<file path="config.mk">
export PLATFORM = sky130hd
export DESIGN_NAME = shared_tx_packet_queue_arbiter_flat
export DESIGN_NICKNAME = d
export VERILOG_FILES = /design/src/rtl/stxq_pkg.sv /design/src/rtl/stxq_in_if.sv /design/src/rtl/stxq_out_if.sv /design/src/rtl/stxq_cfg_if.sv /design/src/rtl/shared_tx_packet_queue_arbiter.sv /design/src/rtl/stxq_ctrl.sv /design/src/rtl/stxq_datapath.sv /design/src/flat_wrapper.sv
export SDC_FILE = /design/constraint.sdc
export NUM_CORES = 2
export LEC_CHECK = 0
export ABC_AREA = 1
export BUFFER_PORTS_ARGS = -buffer_cell sky130_fd_sc_hd__buf_2
export CORE_MARGIN = 2
export CORE_UTILIZATION = 56
export DETAILED_ROUTE_END_ITERATION = 7
export GPL_TIMING_DRIVEN = 0
export PLACE_DENSITY = 0.79
export SYNTH_ARGS = -nofsm -noshare
export SYNTH_HDL_FRONTEND = slang
export SYNTH_SLANG_ARGS = --single-unit
</file>
<file path="constraint.sdc">
create_clock -name clk -period 12 [get_ports clk]
set_input_delay 0 -clock clk [delete_from_list [all_inputs] [get_ports clk]]
set_output_delay 0 -clock clk [all_outputs]
set_load 0.03 [all_outputs]
</file>
<file path="src/rtl/stxq_pkg.sv">
package stxq_pkg;

  // Request codes carried in req_type
  localparam logic [2:0] REQ_PACKET_BYTE  = 3'd0;
  localparam logic [2:0] REQ_STREAM       = 3'd1;
  localparam logic [2:0] REQ_START_RESULT = 3'd2;
  localparam logic [2:0] REQ_TX_DONE      = 3'd3;
  localparam logic [2:0] REQ_TX_ERROR     = 3'd4;
  localparam logic [2:0] REQ_SERVICE      = 3'd5;

  // Result status codes
  localparam logic [2:0] ST_OK       = 3'd0;
  localparam logic [2:0] ST_FULL     = 3'd1;
  localparam logic [2:0] ST_TOO_LONG = 3'd2;
  localparam logic [2:0] ST_REFUSED  = 3'd3;
  localparam logic [2:0] ST_NO_REQ   = 3'd4;

  // Result action codes
  localparam logic [1:0] ACT_NONE   = 2'd0;
  localparam logic [1:0] ACT_BYTE   = 2'd1;
  localparam logic [1:0] ACT_STREAM = 2'd2;

  localparam logic [5:0] MAX_BYTES_RESET = 6'd32;

  typedef enum logic [1:0] {
    OWN_NONE   = 2'd0,
    OWN_CMD    = 2'd1,
    OWN_STREAM = 2'd2
  } own_t;

  typedef enum logic [1:0] {
    S_IDLE,
    S_ONE,
    S_FIRST,
    S_PUT
  } ctl_state_t;

  typedef struct packed {
    logic [2:0]  req_type;
    logic [7:0]  data_byte;
    logic        last_byte;
    logic [15:0] stream_length;
    logic        start_ok;
    logic [7:0]  error_code;
    logic        transmitter_ready;
  } req_item_t;

  typedef struct packed {
    logic [2:0]  status;
    logic [1:0]  action;
    logic [7:0]  tx_byte;
    logic        tx_last;
    logic [15:0] stream_length_out;
    own_t        owner;
    logic [2:0]  queued_packets;
    logic [31:0] drop_count;
    logic [31:0] start_error_count;
    logic [31:0] stream_error_count;
    logic [31:0] complete_count;
    logic [7:0]  last_error;
  } rsp_item_t;

  // Controller to datapath
  typedef struct packed {
    logic accept;
    logic len_rd;
    logic emit_start;
    logic load_one;
    logic load_byte;
  } dp_cmd_t;

  // Datapath to controller
  typedef struct packed {
    logic emit;
    logic last;
    logic out_free;
  } dp_stat_t;

endpackage

</file>
<file path="src/rtl/stxq_in_if.sv">
interface stxq_in_if;
  logic        valid;
  logic        ready;
  logic [2:0]  req_type;
  logic [7:0]  data_byte;
  logic        last_byte;
  logic [15:0] stream_length;
  logic        start_ok;
  logic [7:0]  error_code;
  logic        transmitter_ready;

  modport source (
    output valid, req_type, data_byte, last_byte, stream_length, start_ok,
           error_code, transmitter_ready,
    input  ready
  );
  modport sink (
    input  valid, req_type, data_byte, last_byte, stream_length, start_ok,
           error_code, transmitter_ready,
    output ready
  );
endinterface

</file>
<file path="src/rtl/stxq_out_if.sv">
interface stxq_out_if;
  logic        valid;
  logic        ready;
  logic [2:0]  status;
  logic [1:0]  action;
  logic [7:0]  tx_byte;
  logic        tx_last;
  logic [15:0] stream_length_out;
  logic [1:0]  owner;
  logic [2:0]  queued_packets;
  logic [31:0] drop_count;
  logic [31:0] start_error_count;
  logic [31:0] stream_error_count;
  logic [31:0] complete_count;
  logic [7:0]  last_error;

  modport source (
    output valid, status, action, tx_byte, tx_last, stream_length_out, owner,
           queued_packets, drop_count, start_error_count, stream_error_count,
           complete_count, last_error,
    input  ready
  );
  modport sink (
    input  valid, status, action, tx_byte, tx_last, stream_length_out, owner,
           queued_packets, drop_count, start_error_count, stream_error_count,
           complete_count, last_error,
    output ready
  );
endinterface

</file>
<file path="src/rtl/stxq_cfg_if.sv">
interface stxq_cfg_if;
  logic       valid;
  logic       ready;
  logic [5:0] data;

  modport source (output valid, data, input ready);
  modport sink (input valid, data, output ready);
endinterface

</file>
<file path="src/rtl/shared_tx_packet_queue_arbiter.sv">
// Shared transmit arbiter: one transmitter serves a ring queue of short command
// packets and bulk stream transfers.
// Channels: req (sink) carries one request beat per item; rsp (source) returns
// one result beat per item, or one beat per packet byte when a queued packet is
// started; cfg (sink) writes max_packet_bytes and is always ready.
// After acceptance, req stays not ready until the request's results are loaded. A
// request that yields one result loads its beat into the output register; a
// request that starts a packet first reads the length table, then the byte store,
// then makes one store read per emitted byte. Each result beat is registered in
// the output register once rsp is free to take it.
// Reset (rst, synchronous) empties the queue, releases the owner, clears all
// counters and sets max_packet_bytes to 32; the byte store and length table
// are not cleared and need no clearing pass.
// When rsp stalls, hold the current result beat in the output register; the
// block still accepts one more request, then waits with req not ready until
// that request's results can be loaded.
module shared_tx_packet_queue_arbiter #(
  parameter int QUEUE_SLOTS  = 8,
  parameter int PACKET_BYTES = 32
) (
  input logic        clk,
  input logic        rst,
  stxq_in_if.sink    req,
  stxq_out_if.source rsp,
  stxq_cfg_if.sink   cfg
);
  import stxq_pkg::*;

  dp_cmd_t   cmd;
  dp_stat_t  stat;
  req_item_t in_item;
  rsp_item_t out_item;
  logic      in_ready;
  logic      out_valid;

  // Gather the request beat into one word for the datapath
  assign in_item.req_type          = req.req_type;
  assign in_item.data_byte         = req.data_byte;
  assign in_item.last_byte         = req.last_byte;
  assign in_item.stream_length     = req.stream_length;
  assign in_item.start_ok          = req.start_ok;
  assign in_item.error_code        = req.error_code;
  assign in_item.transmitter_ready = req.transmitter_ready;
  assign req.ready                 = in_ready;

  // Register writes must only arrive while idle; the block does not enforce this and takes them at once
  assign cfg.ready = 1'b1;

  stxq_ctrl u_ctrl (
    .clk      (clk),
    .rst      (rst),
    .in_valid (req.valid),
    .in_ready (in_ready),
    .stat     (stat),
    .cmd      (cmd)
  );

  stxq_datapath #(
    .QUEUE_SLOTS  (QUEUE_SLOTS),
    .PACKET_BYTES (PACKET_BYTES)
  ) u_datapath (
    .clk       (clk),
    .rst       (rst),
    .cmd       (cmd),
    .stat      (stat),
    .in_item   (in_item),
    .cfg_we    (cfg.valid),
    .cfg_data  (cfg.data),
    .out_item  (out_item),
    .out_valid (out_valid),
    .out_ready (rsp.ready)
  );

  // Drive the result beat straight from the output register
  assign rsp.valid              = out_valid;
  assign rsp.status             = out_item.status;
  assign rsp.action             = out_item.action;
  assign rsp.tx_byte            = out_item.tx_byte;
  assign rsp.tx_last            = out_item.tx_last;
  assign rsp.stream_length_out  = out_item.stream_length_out;
  assign rsp.owner              = out_item.owner;
  assign rsp.queued_packets     = out_item.queued_packets;
  assign rsp.drop_count         = out_item.drop_count;
  assign rsp.start_error_count  = out_item.start_error_count;
  assign rsp.stream_error_count = out_item.stream_error_count;
  assign rsp.complete_count     = out_item.complete_count;
  assign rsp.last_error         = out_item.last_error;

endmodule

</file>
<file path="src/rtl/stxq_ctrl.sv">
module stxq_ctrl (
  input  logic               clk,
  input  logic               rst,
  input  logic               in_valid,
  output logic               in_ready,
  input  stxq_pkg::dp_stat_t stat,
  output stxq_pkg::dp_cmd_t  cmd
);
  import stxq_pkg::*;

  ctl_state_t state;
  ctl_state_t state_next;

  always_ff @(posedge clk) begin
    if (rst) begin
      state <= S_IDLE;
    end else begin
      state <= state_next;
    end
  end

  always_comb begin
    state_next = state;
    case (state)
      S_IDLE: begin
        if (in_valid) state_next = S_ONE;
      end
      S_ONE: begin
        if (stat.emit) state_next = S_FIRST;
        else if (stat.out_free) state_next = S_IDLE;
      end
      S_FIRST: state_next = S_PUT;
      S_PUT: begin
        if (stat.out_free && stat.last) state_next = S_IDLE;
      end
      default: state_next = S_IDLE;
    endcase
  end

  always_comb begin
    in_ready       = 1'b0;
    cmd            = '0;
    case (state)
      S_IDLE: begin
        in_ready   = 1'b1;
        cmd.accept = in_valid;
      end
      S_ONE: begin
        cmd.len_rd   = stat.emit;
        cmd.load_one = !stat.emit && stat.out_free;
      end
      S_FIRST: cmd.emit_start = 1'b1;
      S_PUT:   cmd.load_byte  = stat.out_free;
      default: ;
    endcase
  end

endmodule

</file>
<file path="src/rtl/stxq_datapath.sv">
module stxq_datapath #(
  parameter int QUEUE_SLOTS  = 8,
  parameter int PACKET_BYTES = 32
) (
  input  logic                clk,
  input  logic                rst,
  input  stxq_pkg::dp_cmd_t   cmd,
  output stxq_pkg::dp_stat_t  stat,
  input  stxq_pkg::req_item_t in_item,
  input  logic                cfg_we,
  input  logic [5:0]          cfg_data,
  output stxq_pkg::rsp_item_t out_item,
  output logic                out_valid,
  input  logic                out_ready
);
  import stxq_pkg::*;

  localparam int SW    = (QUEUE_SLOTS > 1) ? $clog2(QUEUE_SLOTS) : 1;
  localparam int LW    = $clog2(PACKET_BYTES + 1);
  localparam int DEPTH = QUEUE_SLOTS * PACKET_BYTES;
  localparam int AW    = $clog2(DEPTH);

  logic [7:0]    store [DEPTH];
  logic [LW-1:0] lengths [QUEUE_SLOTS];

  logic [SW-1:0] head, tail, head_n, tail_n;
  logic [LW-1:0] fill, fill_n, fill_inc;
  logic          too_long, too_long_n;
  own_t          owner, owner_n, pending, pending_n;
  logic [31:0]   drops, drops_n, start_errs, start_errs_n;
  logic [31:0]   stream_errs, stream_errs_n, completes, completes_n;
  logic [7:0]    last_err, last_err_n;
  logic [5:0]    max_bytes;

  logic [2:0]    status_q, status_n;
  logic [1:0]    action_q, action_n;
  logic [15:0]   slen_q, slen_n;
  logic          emit_q, emit_n;
  logic          st_we, len_we, kick_en;

  logic [6:0]    lim7;
  logic [LW-1:0] lim;
  logic [6:0]    q7;

  logic [LW-1:0] len_rd_q, len_clamped, len_q, idx, idx_inc;
  logic [7:0]    byte_rd;
  logic          rd_en;
  logic [AW-1:0] wr_addr, rd_addr;
  logic          last;

  function automatic logic [SW-1:0] next_slot(input logic [SW-1:0] s);
    return (s == SW'(QUEUE_SLOTS - 1)) ? '0 : s + 1'b1;
  endfunction

  // Effective packet limit from the register
  always_comb begin
    if (max_bytes == 6'd0) lim7 = 7'd1;
    else if ({1'b0, max_bytes} > 7'(PACKET_BYTES)) lim7 = 7'(PACKET_BYTES);
    else lim7 = {1'b0, max_bytes};
  end
  assign lim      = lim7[LW-1:0];
  assign fill_inc = fill + 1'b1;

  always_comb begin
    head_n        = head;
    tail_n        = tail;
    fill_n        = fill;
    too_long_n    = too_long;
    owner_n       = owner;
    pending_n     = pending;
    drops_n       = drops;
    start_errs_n  = start_errs;
    stream_errs_n = stream_errs;
    completes_n   = completes;
    last_err_n    = last_err;
    status_n      = ST_NO_REQ;
    action_n      = ACT_NONE;
    slen_n        = '0;
    emit_n        = 1'b0;
    st_we         = 1'b0;
    len_we        = 1'b0;
    kick_en       = 1'b0;
    case (in_item.req_type)
      REQ_PACKET_BYTE: begin
        status_n = ST_OK;
        if (fill < lim) begin
          st_we  = 1'b1;
          fill_n = fill_inc;
        end else begin
          too_long_n = 1'b1;
        end
        if (in_item.last_byte) begin
          if (too_long_n) begin
            status_n = ST_TOO_LONG;
          end else if (next_slot(head) == tail) begin
            status_n = ST_FULL;
            drops_n  = drops + 32'd1;
          end else begin
            len_we  = 1'b1;
            head_n  = next_slot(head);
            kick_en = 1'b1;
          end
          fill_n     = '0;
          too_long_n = 1'b0;
        end
      end
      REQ_STREAM: begin
        if (in_item.stream_length == 16'd0 || owner != OWN_NONE || head != tail) begin
          status_n = ST_REFUSED;
        end else begin
          status_n  = ST_OK;
          owner_n   = OWN_STREAM;
          pending_n = OWN_STREAM;
          action_n  = ACT_STREAM;
          slen_n    = in_item.stream_length;
        end
      end
      REQ_START_RESULT: begin
        if (!in_item.start_ok) begin
          if (pending == OWN_CMD) begin
            owner_n      = OWN_NONE;
            start_errs_n = start_errs + 32'd1;
          end else if (pending == OWN_STREAM) begin
            if (owner == OWN_STREAM) owner_n = OWN_NONE;
            stream_errs_n = stream_errs + 32'd1;
          end
        end
        pending_n = OWN_NONE;
      end
      REQ_TX_DONE: begin
        if (owner == OWN_CMD) begin
          tail_n      = next_slot(tail);
          owner_n     = OWN_NONE;
          pending_n   = OWN_NONE;
          completes_n = completes + 32'd1;
        end else if (owner == OWN_STREAM) begin
          owner_n   = OWN_NONE;
          pending_n = OWN_NONE;
        end
        kick_en = 1'b1;
      end
      REQ_TX_ERROR: begin
        last_err_n = in_item.error_code;
        if (owner == OWN_STREAM && in_item.transmitter_ready) begin
          owner_n       = OWN_NONE;
          pending_n     = OWN_NONE;
          stream_errs_n = stream_errs + 32'd1;
        end
      end
      REQ_SERVICE: kick_en = 1'b1;
      default: ;
    endcase
    // Start the oldest packet when the transmitter is free
    if (kick_en && owner_n == OWN_NONE && head_n != tail_n) begin
      owner_n   = OWN_CMD;
      pending_n = OWN_CMD;
      emit_n    = 1'b1;
    end
  end

  always_ff @(posedge clk) begin
    if (rst) begin
      head        <= '0;
      tail        <= '0;
      fill        <= '0;
      too_long    <= 1'b0;
      owner       <= OWN_NONE;
      pending     <= OWN_NONE;
      drops       <= '0;
      start_errs  <= '0;
      stream_errs <= '0;
      completes   <= '0;
      last_err    <= '0;
      max_bytes   <= MAX_BYTES_RESET;
      emit_q      <= 1'b0;
    end else begin
      if (cfg_we) max_bytes <= cfg_data;
      if (cmd.accept) begin
        head        <= head_n;
        tail        <= tail_n;
        fill        <= fill_n;
        too_long    <= too_long_n;
        owner       <= owner_n;
        pending     <= pending_n;
        drops       <= drops_n;
        start_errs  <= start_errs_n;
        stream_errs <= stream_errs_n;
        completes   <= completes_n;
        last_err    <= last_err_n;
        emit_q      <= emit_n;
      end
    end
  end

  always_ff @(posedge clk) begin
    if (cmd.accept) begin
      status_q <= status_n;
      action_q <= action_n;
      slen_q   <= slen_n;
    end
  end

  // Packet byte store and length table
  assign wr_addr = AW'(int'(head) * PACKET_BYTES + int'(fill));

  always_ff @(posedge clk) begin
    if (cmd.accept && st_we) store[wr_addr] <= in_item.data_byte;
    if (rd_en) byte_rd <= store[rd_addr];
  end

  always_ff @(posedge clk) begin
    if (cmd.accept && len_we) lengths[head] <= fill_n == '0 ? fill_inc : fill_inc;
    if (cmd.len_rd) len_rd_q <= lengths[tail];
  end

  // Emission walk over the packet at the tail slot
  always_comb begin
    if (len_rd_q == '0) len_clamped = LW'(1);
    else if (len_rd_q > LW'(PACKET_BYTES)) len_clamped = LW'(PACKET_BYTES);
    else len_clamped = len_rd_q;
  end

  assign idx_inc = idx + 1'b1;
  assign last    = (idx_inc == len_q);
  assign rd_en   = cmd.emit_start || (cmd.load_byte && !last);
  assign rd_addr = cmd.emit_start ? AW'(int'(tail) * PACKET_BYTES)
                                  : AW'(int'(tail) * PACKET_BYTES + int'(idx_inc));

  always_ff @(posedge clk) begin
    if (cmd.emit_start) begin
      len_q <= len_clamped;
      idx   <= '0;
    end else if (cmd.load_byte && !last) begin
      idx <= idx_inc;
    end
  end

  // Output register
  assign q7 = (head >= tail) ? 7'(head) - 7'(tail)
                             : 7'(head) + 7'(QUEUE_SLOTS) - 7'(tail);

  always_ff @(posedge clk) begin
    if (rst) begin
      out_valid <= 1'b0;
    end else if (cmd.load_one || cmd.load_byte) begin
      out_valid <= 1'b1;
    end else if (out_ready) begin
      out_valid <= 1'b0;
    end
  end

  always_ff @(posedge clk) begin
    if (cmd.load_one || cmd.load_byte) begin
      out_item.status             <= status_q;
      out_item.action             <= cmd.load_byte ? ACT_BYTE : action_q;
      out_item.tx_byte            <= cmd.load_byte ? byte_rd : 8'd0;
      out_item.tx_last            <= cmd.load_byte ? last : 1'b1;
      out_item.stream_length_out  <= slen_q;
      out_item.owner              <= owner;
      out_item.queued_packets     <= q7[2:0];
      out_item.drop_count         <= drops;
      out_item.start_error_count  <= start_errs;
      out_item.stream_error_count <= stream_errs;
      out_item.complete_count     <= completes;
      out_item.last_error         <= last_err;
    end
  end

  assign stat.emit     = emit_q;
  assign stat.last     = last;
  assign stat.out_free = !out_valid || out_ready;

endmodule
</file>
<file path="src/flat_wrapper.sv">
// flat-port wrapper written by rule: the top's interface ports become plain ports
module shared_tx_packet_queue_arbiter_flat import stxq_pkg::*;
#(
  parameter int QUEUE_SLOTS  = 8,
  parameter int PACKET_BYTES = 32
)
  (clk, rst, req_valid, req_req_type, req_data_byte, req_last_byte, req_stream_length, req_start_ok, req_error_code, req_transmitter_ready, req_ready, rsp_valid, rsp_status, rsp_action, rsp_tx_byte, rsp_tx_last, rsp_stream_length_out, rsp_owner, rsp_queued_packets, rsp_drop_count, rsp_start_error_count, rsp_stream_error_count, rsp_complete_count, rsp_last_error, rsp_ready, cfg_valid, cfg_data, cfg_ready);
  stxq_in_if req_i ();
  stxq_out_if rsp_i ();
  stxq_cfg_if cfg_i ();
  input logic clk;
  input logic rst;
  input wire logic [$bits(req_i.valid)-1:0] req_valid;
  input wire logic [$bits(req_i.req_type)-1:0] req_req_type;
  input wire logic [$bits(req_i.data_byte)-1:0] req_data_byte;
  input wire logic [$bits(req_i.last_byte)-1:0] req_last_byte;
  input wire logic [$bits(req_i.stream_length)-1:0] req_stream_length;
  input wire logic [$bits(req_i.start_ok)-1:0] req_start_ok;
  input wire logic [$bits(req_i.error_code)-1:0] req_error_code;
  input wire logic [$bits(req_i.transmitter_ready)-1:0] req_transmitter_ready;
  output wire logic [$bits(req_i.ready)-1:0] req_ready;
  output wire logic [$bits(rsp_i.valid)-1:0] rsp_valid;
  output wire logic [$bits(rsp_i.status)-1:0] rsp_status;
  output wire logic [$bits(rsp_i.action)-1:0] rsp_action;
  output wire logic [$bits(rsp_i.tx_byte)-1:0] rsp_tx_byte;
  output wire logic [$bits(rsp_i.tx_last)-1:0] rsp_tx_last;
  output wire logic [$bits(rsp_i.stream_length_out)-1:0] rsp_stream_length_out;
  output wire logic [$bits(rsp_i.owner)-1:0] rsp_owner;
  output wire logic [$bits(rsp_i.queued_packets)-1:0] rsp_queued_packets;
  output wire logic [$bits(rsp_i.drop_count)-1:0] rsp_drop_count;
  output wire logic [$bits(rsp_i.start_error_count)-1:0] rsp_start_error_count;
  output wire logic [$bits(rsp_i.stream_error_count)-1:0] rsp_stream_error_count;
  output wire logic [$bits(rsp_i.complete_count)-1:0] rsp_complete_count;
  output wire logic [$bits(rsp_i.last_error)-1:0] rsp_last_error;
  input wire logic [$bits(rsp_i.ready)-1:0] rsp_ready;
  input wire logic [$bits(cfg_i.valid)-1:0] cfg_valid;
  input wire logic [$bits(cfg_i.data)-1:0] cfg_data;
  output wire logic [$bits(cfg_i.ready)-1:0] cfg_ready;
  assign req_i.valid = req_valid;
  assign req_i.req_type = req_req_type;
  assign req_i.data_byte = req_data_byte;
  assign req_i.last_byte = req_last_byte;
  assign req_i.stream_length = req_stream_length;
  assign req_i.start_ok = req_start_ok;
  assign req_i.error_code = req_error_code;
  assign req_i.transmitter_ready = req_transmitter_ready;
  assign req_ready = req_i.ready;
  assign rsp_valid = rsp_i.valid;
  assign rsp_status = rsp_i.status;
  assign rsp_action = rsp_i.action;
  assign rsp_tx_byte = rsp_i.tx_byte;
  assign rsp_tx_last = rsp_i.tx_last;
  assign rsp_stream_length_out = rsp_i.stream_length_out;
  assign rsp_owner = rsp_i.owner;
  assign rsp_queued_packets = rsp_i.queued_packets;
  assign rsp_drop_count = rsp_i.drop_count;
  assign rsp_start_error_count = rsp_i.start_error_count;
  assign rsp_stream_error_count = rsp_i.stream_error_count;
  assign rsp_complete_count = rsp_i.complete_count;
  assign rsp_last_error = rsp_i.last_error;
  assign rsp_i.ready = rsp_ready;
  assign cfg_i.valid = cfg_valid;
  assign cfg_i.data = cfg_data;
  assign cfg_ready = cfg_i.ready;
  shared_tx_packet_queue_arbiter #(.QUEUE_SLOTS(QUEUE_SLOTS), .PACKET_BYTES(PACKET_BYTES)) u_core (.clk(clk), .rst(rst), .req(req_i), .rsp(rsp_i), .cfg(cfg_i));
endmodule
</file>
# Word-level counts from Yosys, hierarchy flattened
# Memory sizes are Yosys's and may differ from the RTL's. A register that Yosys moved wholly into a read port is not among the register bits.
# Index checks and enable logic that the tools add are counted.
# Widths: inputs -> output; s select.
# word_totals
register_bits	367
mem_bits_rw	2096
out_inout_bits	174
wordCells	191
memories	2
# classes
add_sub_neg	13
n_lt_le_gt_ge	4
eq_ne	28
mux	69
bitwise	3
n_reduce_logical	39
# mem_list
memory	words	word_bits	rd	rd_ports_with_merged_regs	wr	line_no	text
u_core.u_datapath.store	256	8	1	1	1	stxq_datapath.sv:23	logic [7:0] store [DEPTH];
u_core.u_datapath.lengths	8	6	1	1	1	stxq_datapath.sv:24	logic [LW-1:0] lengths [QUEUE_SLOTS];
# ops
op	count
$add 32x1->32 const B	4
$mux 32	4
$pmux 32 s2	1
$mux 2	21
$mux 6	5
$mux 3	9
$pmux 2 s4	3
$mux 1	23
$add 8x6->8	2
$logic_not 16->1	1
$add 6x1->6 const B	2
$eq 3x3->1 const B	4
$gt 6x6->1 const B	2
$logic_not 6->1	2
$ne 2x2->1 const B	6
$reduce_and 5->1	2
$add 3x1->3 const B	3
$ne 3x3->1 const B	3
$reduce_and 3->1	3
$eq 2x2->1 const B	4
$logic_and 1x1->1	8
$mux 8	1
$reduce_bool 2->1	4
$eq 2x1->1 const B	3
21 further kinds	36

# Logic depth before layout (Yosys ltp)
# logic_depth
ltp_word	13
depth_mapped	21
depth_no_buf	21

# Modules after synthesis
# Synthesis repeated with hierarchy kept, for this count alone.
# hier_totals
hier_cells	7937
hier_area_um2	100014.7
# by_module_without_submodules
mod	instances	cells_per_inst	area_per_inst_um2	seq_area_each_um2
stxq_datapath	1	7901	99812.0	72619.6
stxq_ctrl	1	34	191.4	40.0
shared_tx_packet_queue_arbiter	1	2	11.3	0.0

# Worst setup path before layout
# OpenSTA, ideal clock, no wires.
# synth_path
path_type	flip-flop to flip-flop
start	register u_core.u_ctrl.state[0]
end	register u_core.u_datapath.out_item[0] (netlist name)
arrival_ps	12209
required_time_ps	11085
slack_ps	-1124
path_stages_with_launch	3
path_buffers	0
synth_period_minus_slack_ps	13124
path_cell_list	dfxtp_1 -> inv_1 -> nor3_1
# synth_between
elab_chain_cells	3
elab_cells_between_ends	5
classes_between	eq/ne: 2; mux: 2; reduce/logical: 1
# synth_rtl
element	line_no	text
start: declaration	stxq_ctrl.sv:11	ctl_state_t state;
start signal: assignment	stxq_ctrl.sv:18	state <= state_next;
$eq 2x1->1 or $eq 2x2->1 (tied branches)	stxq_ctrl.sv:43	case (state)
$mux 1	stxq_ctrl.sv:43	
$logic_or 1x1->1 (*)	stxq_datapath.sv:253	if (cmd.load_one || cmd.load_byte) begin
# Mark *: on every way between the ends. The rest lies on a longest branch, timed or not.
# A chain may end at the register's enable or synchronous reset.

# Worst setup path in the final report
# layout_path
start	register u_core.u_datapath.max_bytes[2]
end	memory u_core.u_datapath.store[176][2], enable pin
# layout_between
elab_chain_cells	9
elab_cells_between_ends	10
classes_between	order compare: 2; mux: 6; reduce/logical: 2
# layout_rtl
element	line_no	text
start: declaration	stxq_datapath.sv:33	logic [5:0] max_bytes;
start signal: assignment	stxq_datapath.sv:177	if (cfg_we) max_bytes <= cfg_data;
$gt 6x6->1	stxq_datapath.sv:58	else if ({1'b0, max_bytes} > 7'(PACKET_BYTES)) lim7 = 7'(PACKET_BYTES);
$mux 6	stxq_datapath.sv:58	
$mux 6 (*)	stxq_datapath.sv:57	if (max_bytes == 6'd0) lim7 = 7'd1;
$lt 6x6->1 (*)	stxq_datapath.sv:86	if (fill < lim) begin
$mux 1 (*)	stxq_datapath.sv:86	
$mux 1 (*)	stxq_datapath.sv:83	case (in_item.req_type)
$logic_and 1x1->1 (*)	stxq_datapath.sv:207	if (cmd.accept && st_we) store[wr_addr] <= in_item.data_byte;
$mux 1 (*)	stxq_datapath.sv:207	
$mux 1 (not written as such) (*)	stxq_datapath.sv:207	
end: declaration	stxq_datapath.sv:23	
# Marked as above.

==> impl_results.md <==
- Detailed Place HPWL: 320 mm
- Fill cell instance count of the final layout: 12900
- Via count of the first global-routing pass: 69700
- Mean area per synthesized cell: 13.2 um2
- First-pass GRT wire length: 585 mm
- Combinational group share of total power: 42.7%
- Count of distinct cell types in the synthesized netlist: 56
- Clock Power Share: 24.9%
- Number of warnings issued by yosys: 0
- Number of DRC markers after the initial detailed-route iteration: 13700
- Antenna violations before repair: 48
- Maximum root-to-sink buffer count: 3
- Async SR Flop Fraction: 0%
- Core Footprint: 179000 um2
- Antenna violation net count after detailed routing: 0
- Site row count: 155
- Setup slack at placement: 6.17 ns
- Commonest non-fill, non-tap cells in the layout: 2307 x sky130_fd_sc_hd__edfxtp_1, 962 x sky130_fd_sc_hd__nor2_1, 792 x sky130_fd_sc_hd__nand3_1
- Sink Count: 2476
- Worst reg2reg path depth: 17
- Routed vias: 75500
- Number of max-cap violations: 32
- Area taken by multi-input logic gates: 25600 um2
- Final setup vio count: 0
- Final Cycle Share: 52.0%
- Power density of the placed cells: 255 nW/um2
- Proportion of layout cells with a drive suffix above 1: 12.9%
- Final-report max-slew violation count: 119
- Final hold violation count: 0
- Data required time of the critical path: 12.50 ns
- Endpoint with the worst hold slack: u_core.u_datapath.completes[31]
- Clk pin slew, worst setup/hold paths: 0.07 ns
- Critical path data arrival time: 6.74 ns
- Boundary Pins: 223
- Type of the worst setup path: reg -> reg
- Level count of the clock H-tree: 4
- Final Wtd Congestion: 1.07
- Final Critical Period: 6.24 ns
- Sequential cell area: 72700 um2
- Most common library cell in the layout ignoring fill and taps: sky130_fd_sc_hd__edfxtp_1
- Count of input and output buffers: 221
- Mapped Area: 101000 um2
- Number of nets produced by synthesis: 7760
- Clk Tree Root Cell: sky130_fd_sc_hd__clkbuf_16
- Unrepaired setup endpoints after global routing: false
- Cell-internal power: 16000 uW
- Post-placement cell count: 10300
- Slew headroom: -16.8%
- Wirelength, routed: 443 mm
- Hold WC Path Type: in -> reg
- Clock skew after layout: 0.0376 ns
- Average detailed-routed wire length per instance: 40.7 um
- Failing checks: capacitance limit, slew limit
- Leakage power figure: 0.0368 uW
- Crit path capture type: register
- Instance count along the most critical hold path: 5
- Tightest Pin Transition: 1.72 ns
- Area fraction of the dominant cell type after synthesis: 68.5%
- Maximum number of pins on one net before global-route repair: 145
- Launching element type of the critical path: register
- CTS tree: done
- Endpoint of the lowest-slack register-to-register path: u_core.u_datapath.store[176][2]
- First-pass DRT Iterations: 8
- Switching pwr: 13400 uW
- Leading area contributor after synthesis: sky130_fd_sc_hd__edfxtp_1
- Aggregate global-route resource usage: 47.5%
- Number of vias per cell after detailed routing: 6.92
- Syn Inst Count: 7682
- Setup slack of the most critical reg-to-reg path: 5.76 ns
- Worst hold path startpoint: rst
- Switching power as a share of total power: 45.7%
- Y dimension of the die: 429 um
- Remaining Overflow, GRT: 0
- Synth Register Bits: 2476
- EDFF count, synth: 2307
- Synthesis-to-finish area growth: 14.1%
- Drt drc: 0
- Proportion of synthesized chip area in sequential cells: 71.9%
- DIE WIDTH: 429 um
- Post-layout nets: 8405
- Post-cts gate resize count: 0
- Total die area: 184000 um2
- Num CTS Buffers: 235
- Leading cell types by total area after synthesis: sky130_fd_sc_hd__edfxtp_1 69%, sky130_fd_sc_hd__o211ai_1 5.6%, sky130_fd_sc_hd__nand3_1 3.9%, sky130_fd_sc_hd__nor2_1 3.8%, sky130_fd_sc_hd__dfxtp_1 3.3%
- Insertion delay of the later-clocked pin in the worst-skew pair: 0.92 ns
- Cell area after placement: 107000 um2
- Outcome: finished with violations
- Fin worst setup slack: 5.76 ns
- Most frequently used flop master after synthesis: sky130_fd_sc_hd__edfxtp_1
- Final Non-Filler Cells: 10900
- Worst-path maximum fanout: 10
- R2R Path Start: u_core.u_datapath.max_bytes[2]
- Aggregate negative setup slack: 0 ns
- Achievable clock frequency: 160 MHz
- Total non-filler cell area in the finished layout: 115000 um2
- Sequential Power Share: 32.4%
- Initial Util: 56.5%
- Maximum vdd drop: 207 uV
## worst max-delay path, cell delays in order (launching register included)
cell                       delay (ns)
sky130_fd_sc_hd__dfxtp_1         0.34
sky130_fd_sc_hd__nor2_1          0.14
sky130_fd_sc_hd__nand2_1         0.06
sky130_fd_sc_hd__o21ai_0         0.19
sky130_fd_sc_hd__nand2_1         0.11
sky130_fd_sc_hd__ha_1            0.30
sky130_fd_sc_hd__a21oi_1         0.16
sky130_fd_sc_hd__nor2_1          0.06
sky130_fd_sc_hd__nor2_1          0.09
sky130_fd_sc_hd__nand2_1         0.08
sky130_fd_sc_hd__inv_1           0.08
sky130_fd_sc_hd__nand2_1         0.08
sky130_fd_sc_hd__nor2_1          0.23
sky130_fd_sc_hd__clkinv_1        0.41
sky130_fd_sc_hd__nor3_1          1.02
sky130_fd_sc_hd__nand2_1         0.76
sky130_fd_sc_hd__buf_2           0.51
sky130_fd_sc_hd__nor2_1          1.17
## area by class of cell
cell class / instances / area share [%]
Sequential cell: 2476 / 63.0
Multi-Input combinational cell: 4454 / 22.2
Clock buffer: 301 / 5.46
Timing Repair Buffer: 408 / 3.04
Tap cell: 2355 / 2.55
Buffer: 513 / 2.01
Clock inverter: 132 / 0.949
Inverter: 239 / 0.780
Antenna cell: 25 / 0.0542
## kinds of logic (layout without fill, tap and decap cells)
family                     after synthesis  count (layout)  synth area share (%)
and+or+nand+nor                       3084            3084                  14.8
xor gates and xnor gates                47              47                 0.407
adders and majority gates               29              29                 0.366
buffers and inverters                  752            1593                  3.18
DFF                                   2476            2476                  71.9
AOI/OAI and AO/OA                     1293            1293                  9.31
other                                    1              26               0.00371
## flip-flops by register name, summed over array words and instances, names as in the netlist, 6 cells and up, named ones only
| name | cells |
|---|---|
| u_core.u_datapath.slen_q | 16 |
| u_core.u_datapath.start_errs | 32 |
| u_core.u_datapath.len_q | 6 |
| u_core.u_datapath.byte_rd | 8 |
| u_core.u_datapath.out_item | 171 |
| u_core.u_datapath.store | 2048 |
| u_core.u_datapath.max_bytes | 6 |
| u_core.u_datapath.len_rd_q | 6 |
| u_core.u_datapath.lengths | 48 |
| u_core.u_datapath.idx | 6 |
| u_core.u_datapath.stream_errs | 32 |
| u_core.u_datapath.fill | 6 |
| u_core.u_datapath.completes | 32 |
| u_core.u_datapath.last_err | 8 |
| u_core.u_datapath.drops | 32 |
## metal layers
metal  track usage, %  up-vias  share of wire (%)
met2             67.9     7067                 42
met4             29.3       36                8.0
met5            0.520        -              0.055
li1                 -    30000                  -
met1             57.3    36900                 33
met3             23.8     1430                 17
## how the worst max path moves through the flow
stage / from / endpoint / cells after the start
2_1_floorplan: u_core.u_ctrl.state[0] / u_core.u_datapath.out_item[0] / 2
3_3_place_gp: u_core.u_ctrl.state[0] / u_core.u_datapath.out_item[55] / 2
3_5_place_dp: u_core.u_datapath.max_bytes[2] / u_core.u_datapath.store[119][0] / 17
4_1_cts: u_core.u_datapath.max_bytes[2] / u_core.u_datapath.store[119][0] / 17
5_1_grt: u_core.u_datapath.max_bytes[3] / u_core.u_datapath.store[231][1] / 17
6_report: u_core.u_datapath.max_bytes[2] / u_core.u_datapath.store[176][2] / 17
## cell usage after synthesis (20+ instances only)
cell type / number
sky130_fd_sc_hd__edfxtp_1: 2307
sky130_fd_sc_hd__nor2_1: 1027
sky130_fd_sc_hd__nand3_1: 792
sky130_fd_sc_hd__o211ai_1: 752
sky130_fd_sc_hd__or2_1: 399
sky130_fd_sc_hd__nand2_1: 314
sky130_fd_sc_hd__clkbuf_1: 279
sky130_fd_sc_hd__or2_0: 237
sky130_fd_sc_hd__o311ai_1: 229
sky130_fd_sc_hd__inv_1: 226
sky130_fd_sc_hd__dfxtp_1: 169
sky130_fd_sc_hd__buf_2: 157
sky130_fd_sc_hd__or2_2: 117
sky130_fd_sc_hd__a21oi_1: 112
sky130_fd_sc_hd__o21ai_0: 109
sky130_fd_sc_hd__nor3_1: 98
sky130_fd_sc_hd__buf_1: 38
sky130_fd_sc_hd__xor2_1: 35
sky130_fd_sc_hd__ha_1: 28
sky130_fd_sc_hd__nand4_1: 27
sky130_fd_sc_hd__o311ai_0: 23
sky130_fd_sc_hd__o22ai_1: 20
## through the flow
stage / utilization, % / total power [uW] / hold slack (ns)
finish: 64.5 / 29400 / 0.0477
global route: 64.5 / 29300 / 0.0937
CTS: 64.3 / 28200 / 0.00364
detailed placement: 59.6 / 21100 / 0.229
global placement: 58.8 / 21000 / 0.227
floorplan: - / 14700 / 0.0989
## timing repair
item,in CTS,in global routing
endpoints found under the hold margin,1270,0
endpoints found under the setup margin,0,0
setup buffers,0,0
hold buffers,108,0
## power by group through the flow
stage | sequential, uW | combinational, uW | clock, uW
global placement | 9750 | 11200 | 0
global route | 9530 | 12200 | 7560
floorplan | 9790 | 4870 | 0
detailed placement | 9710 | 11400 | 0
finish | 9530 | 12500 | 7300
CTS | 9530 | 11400 | 7220
(Power assumes the default switching activity.)
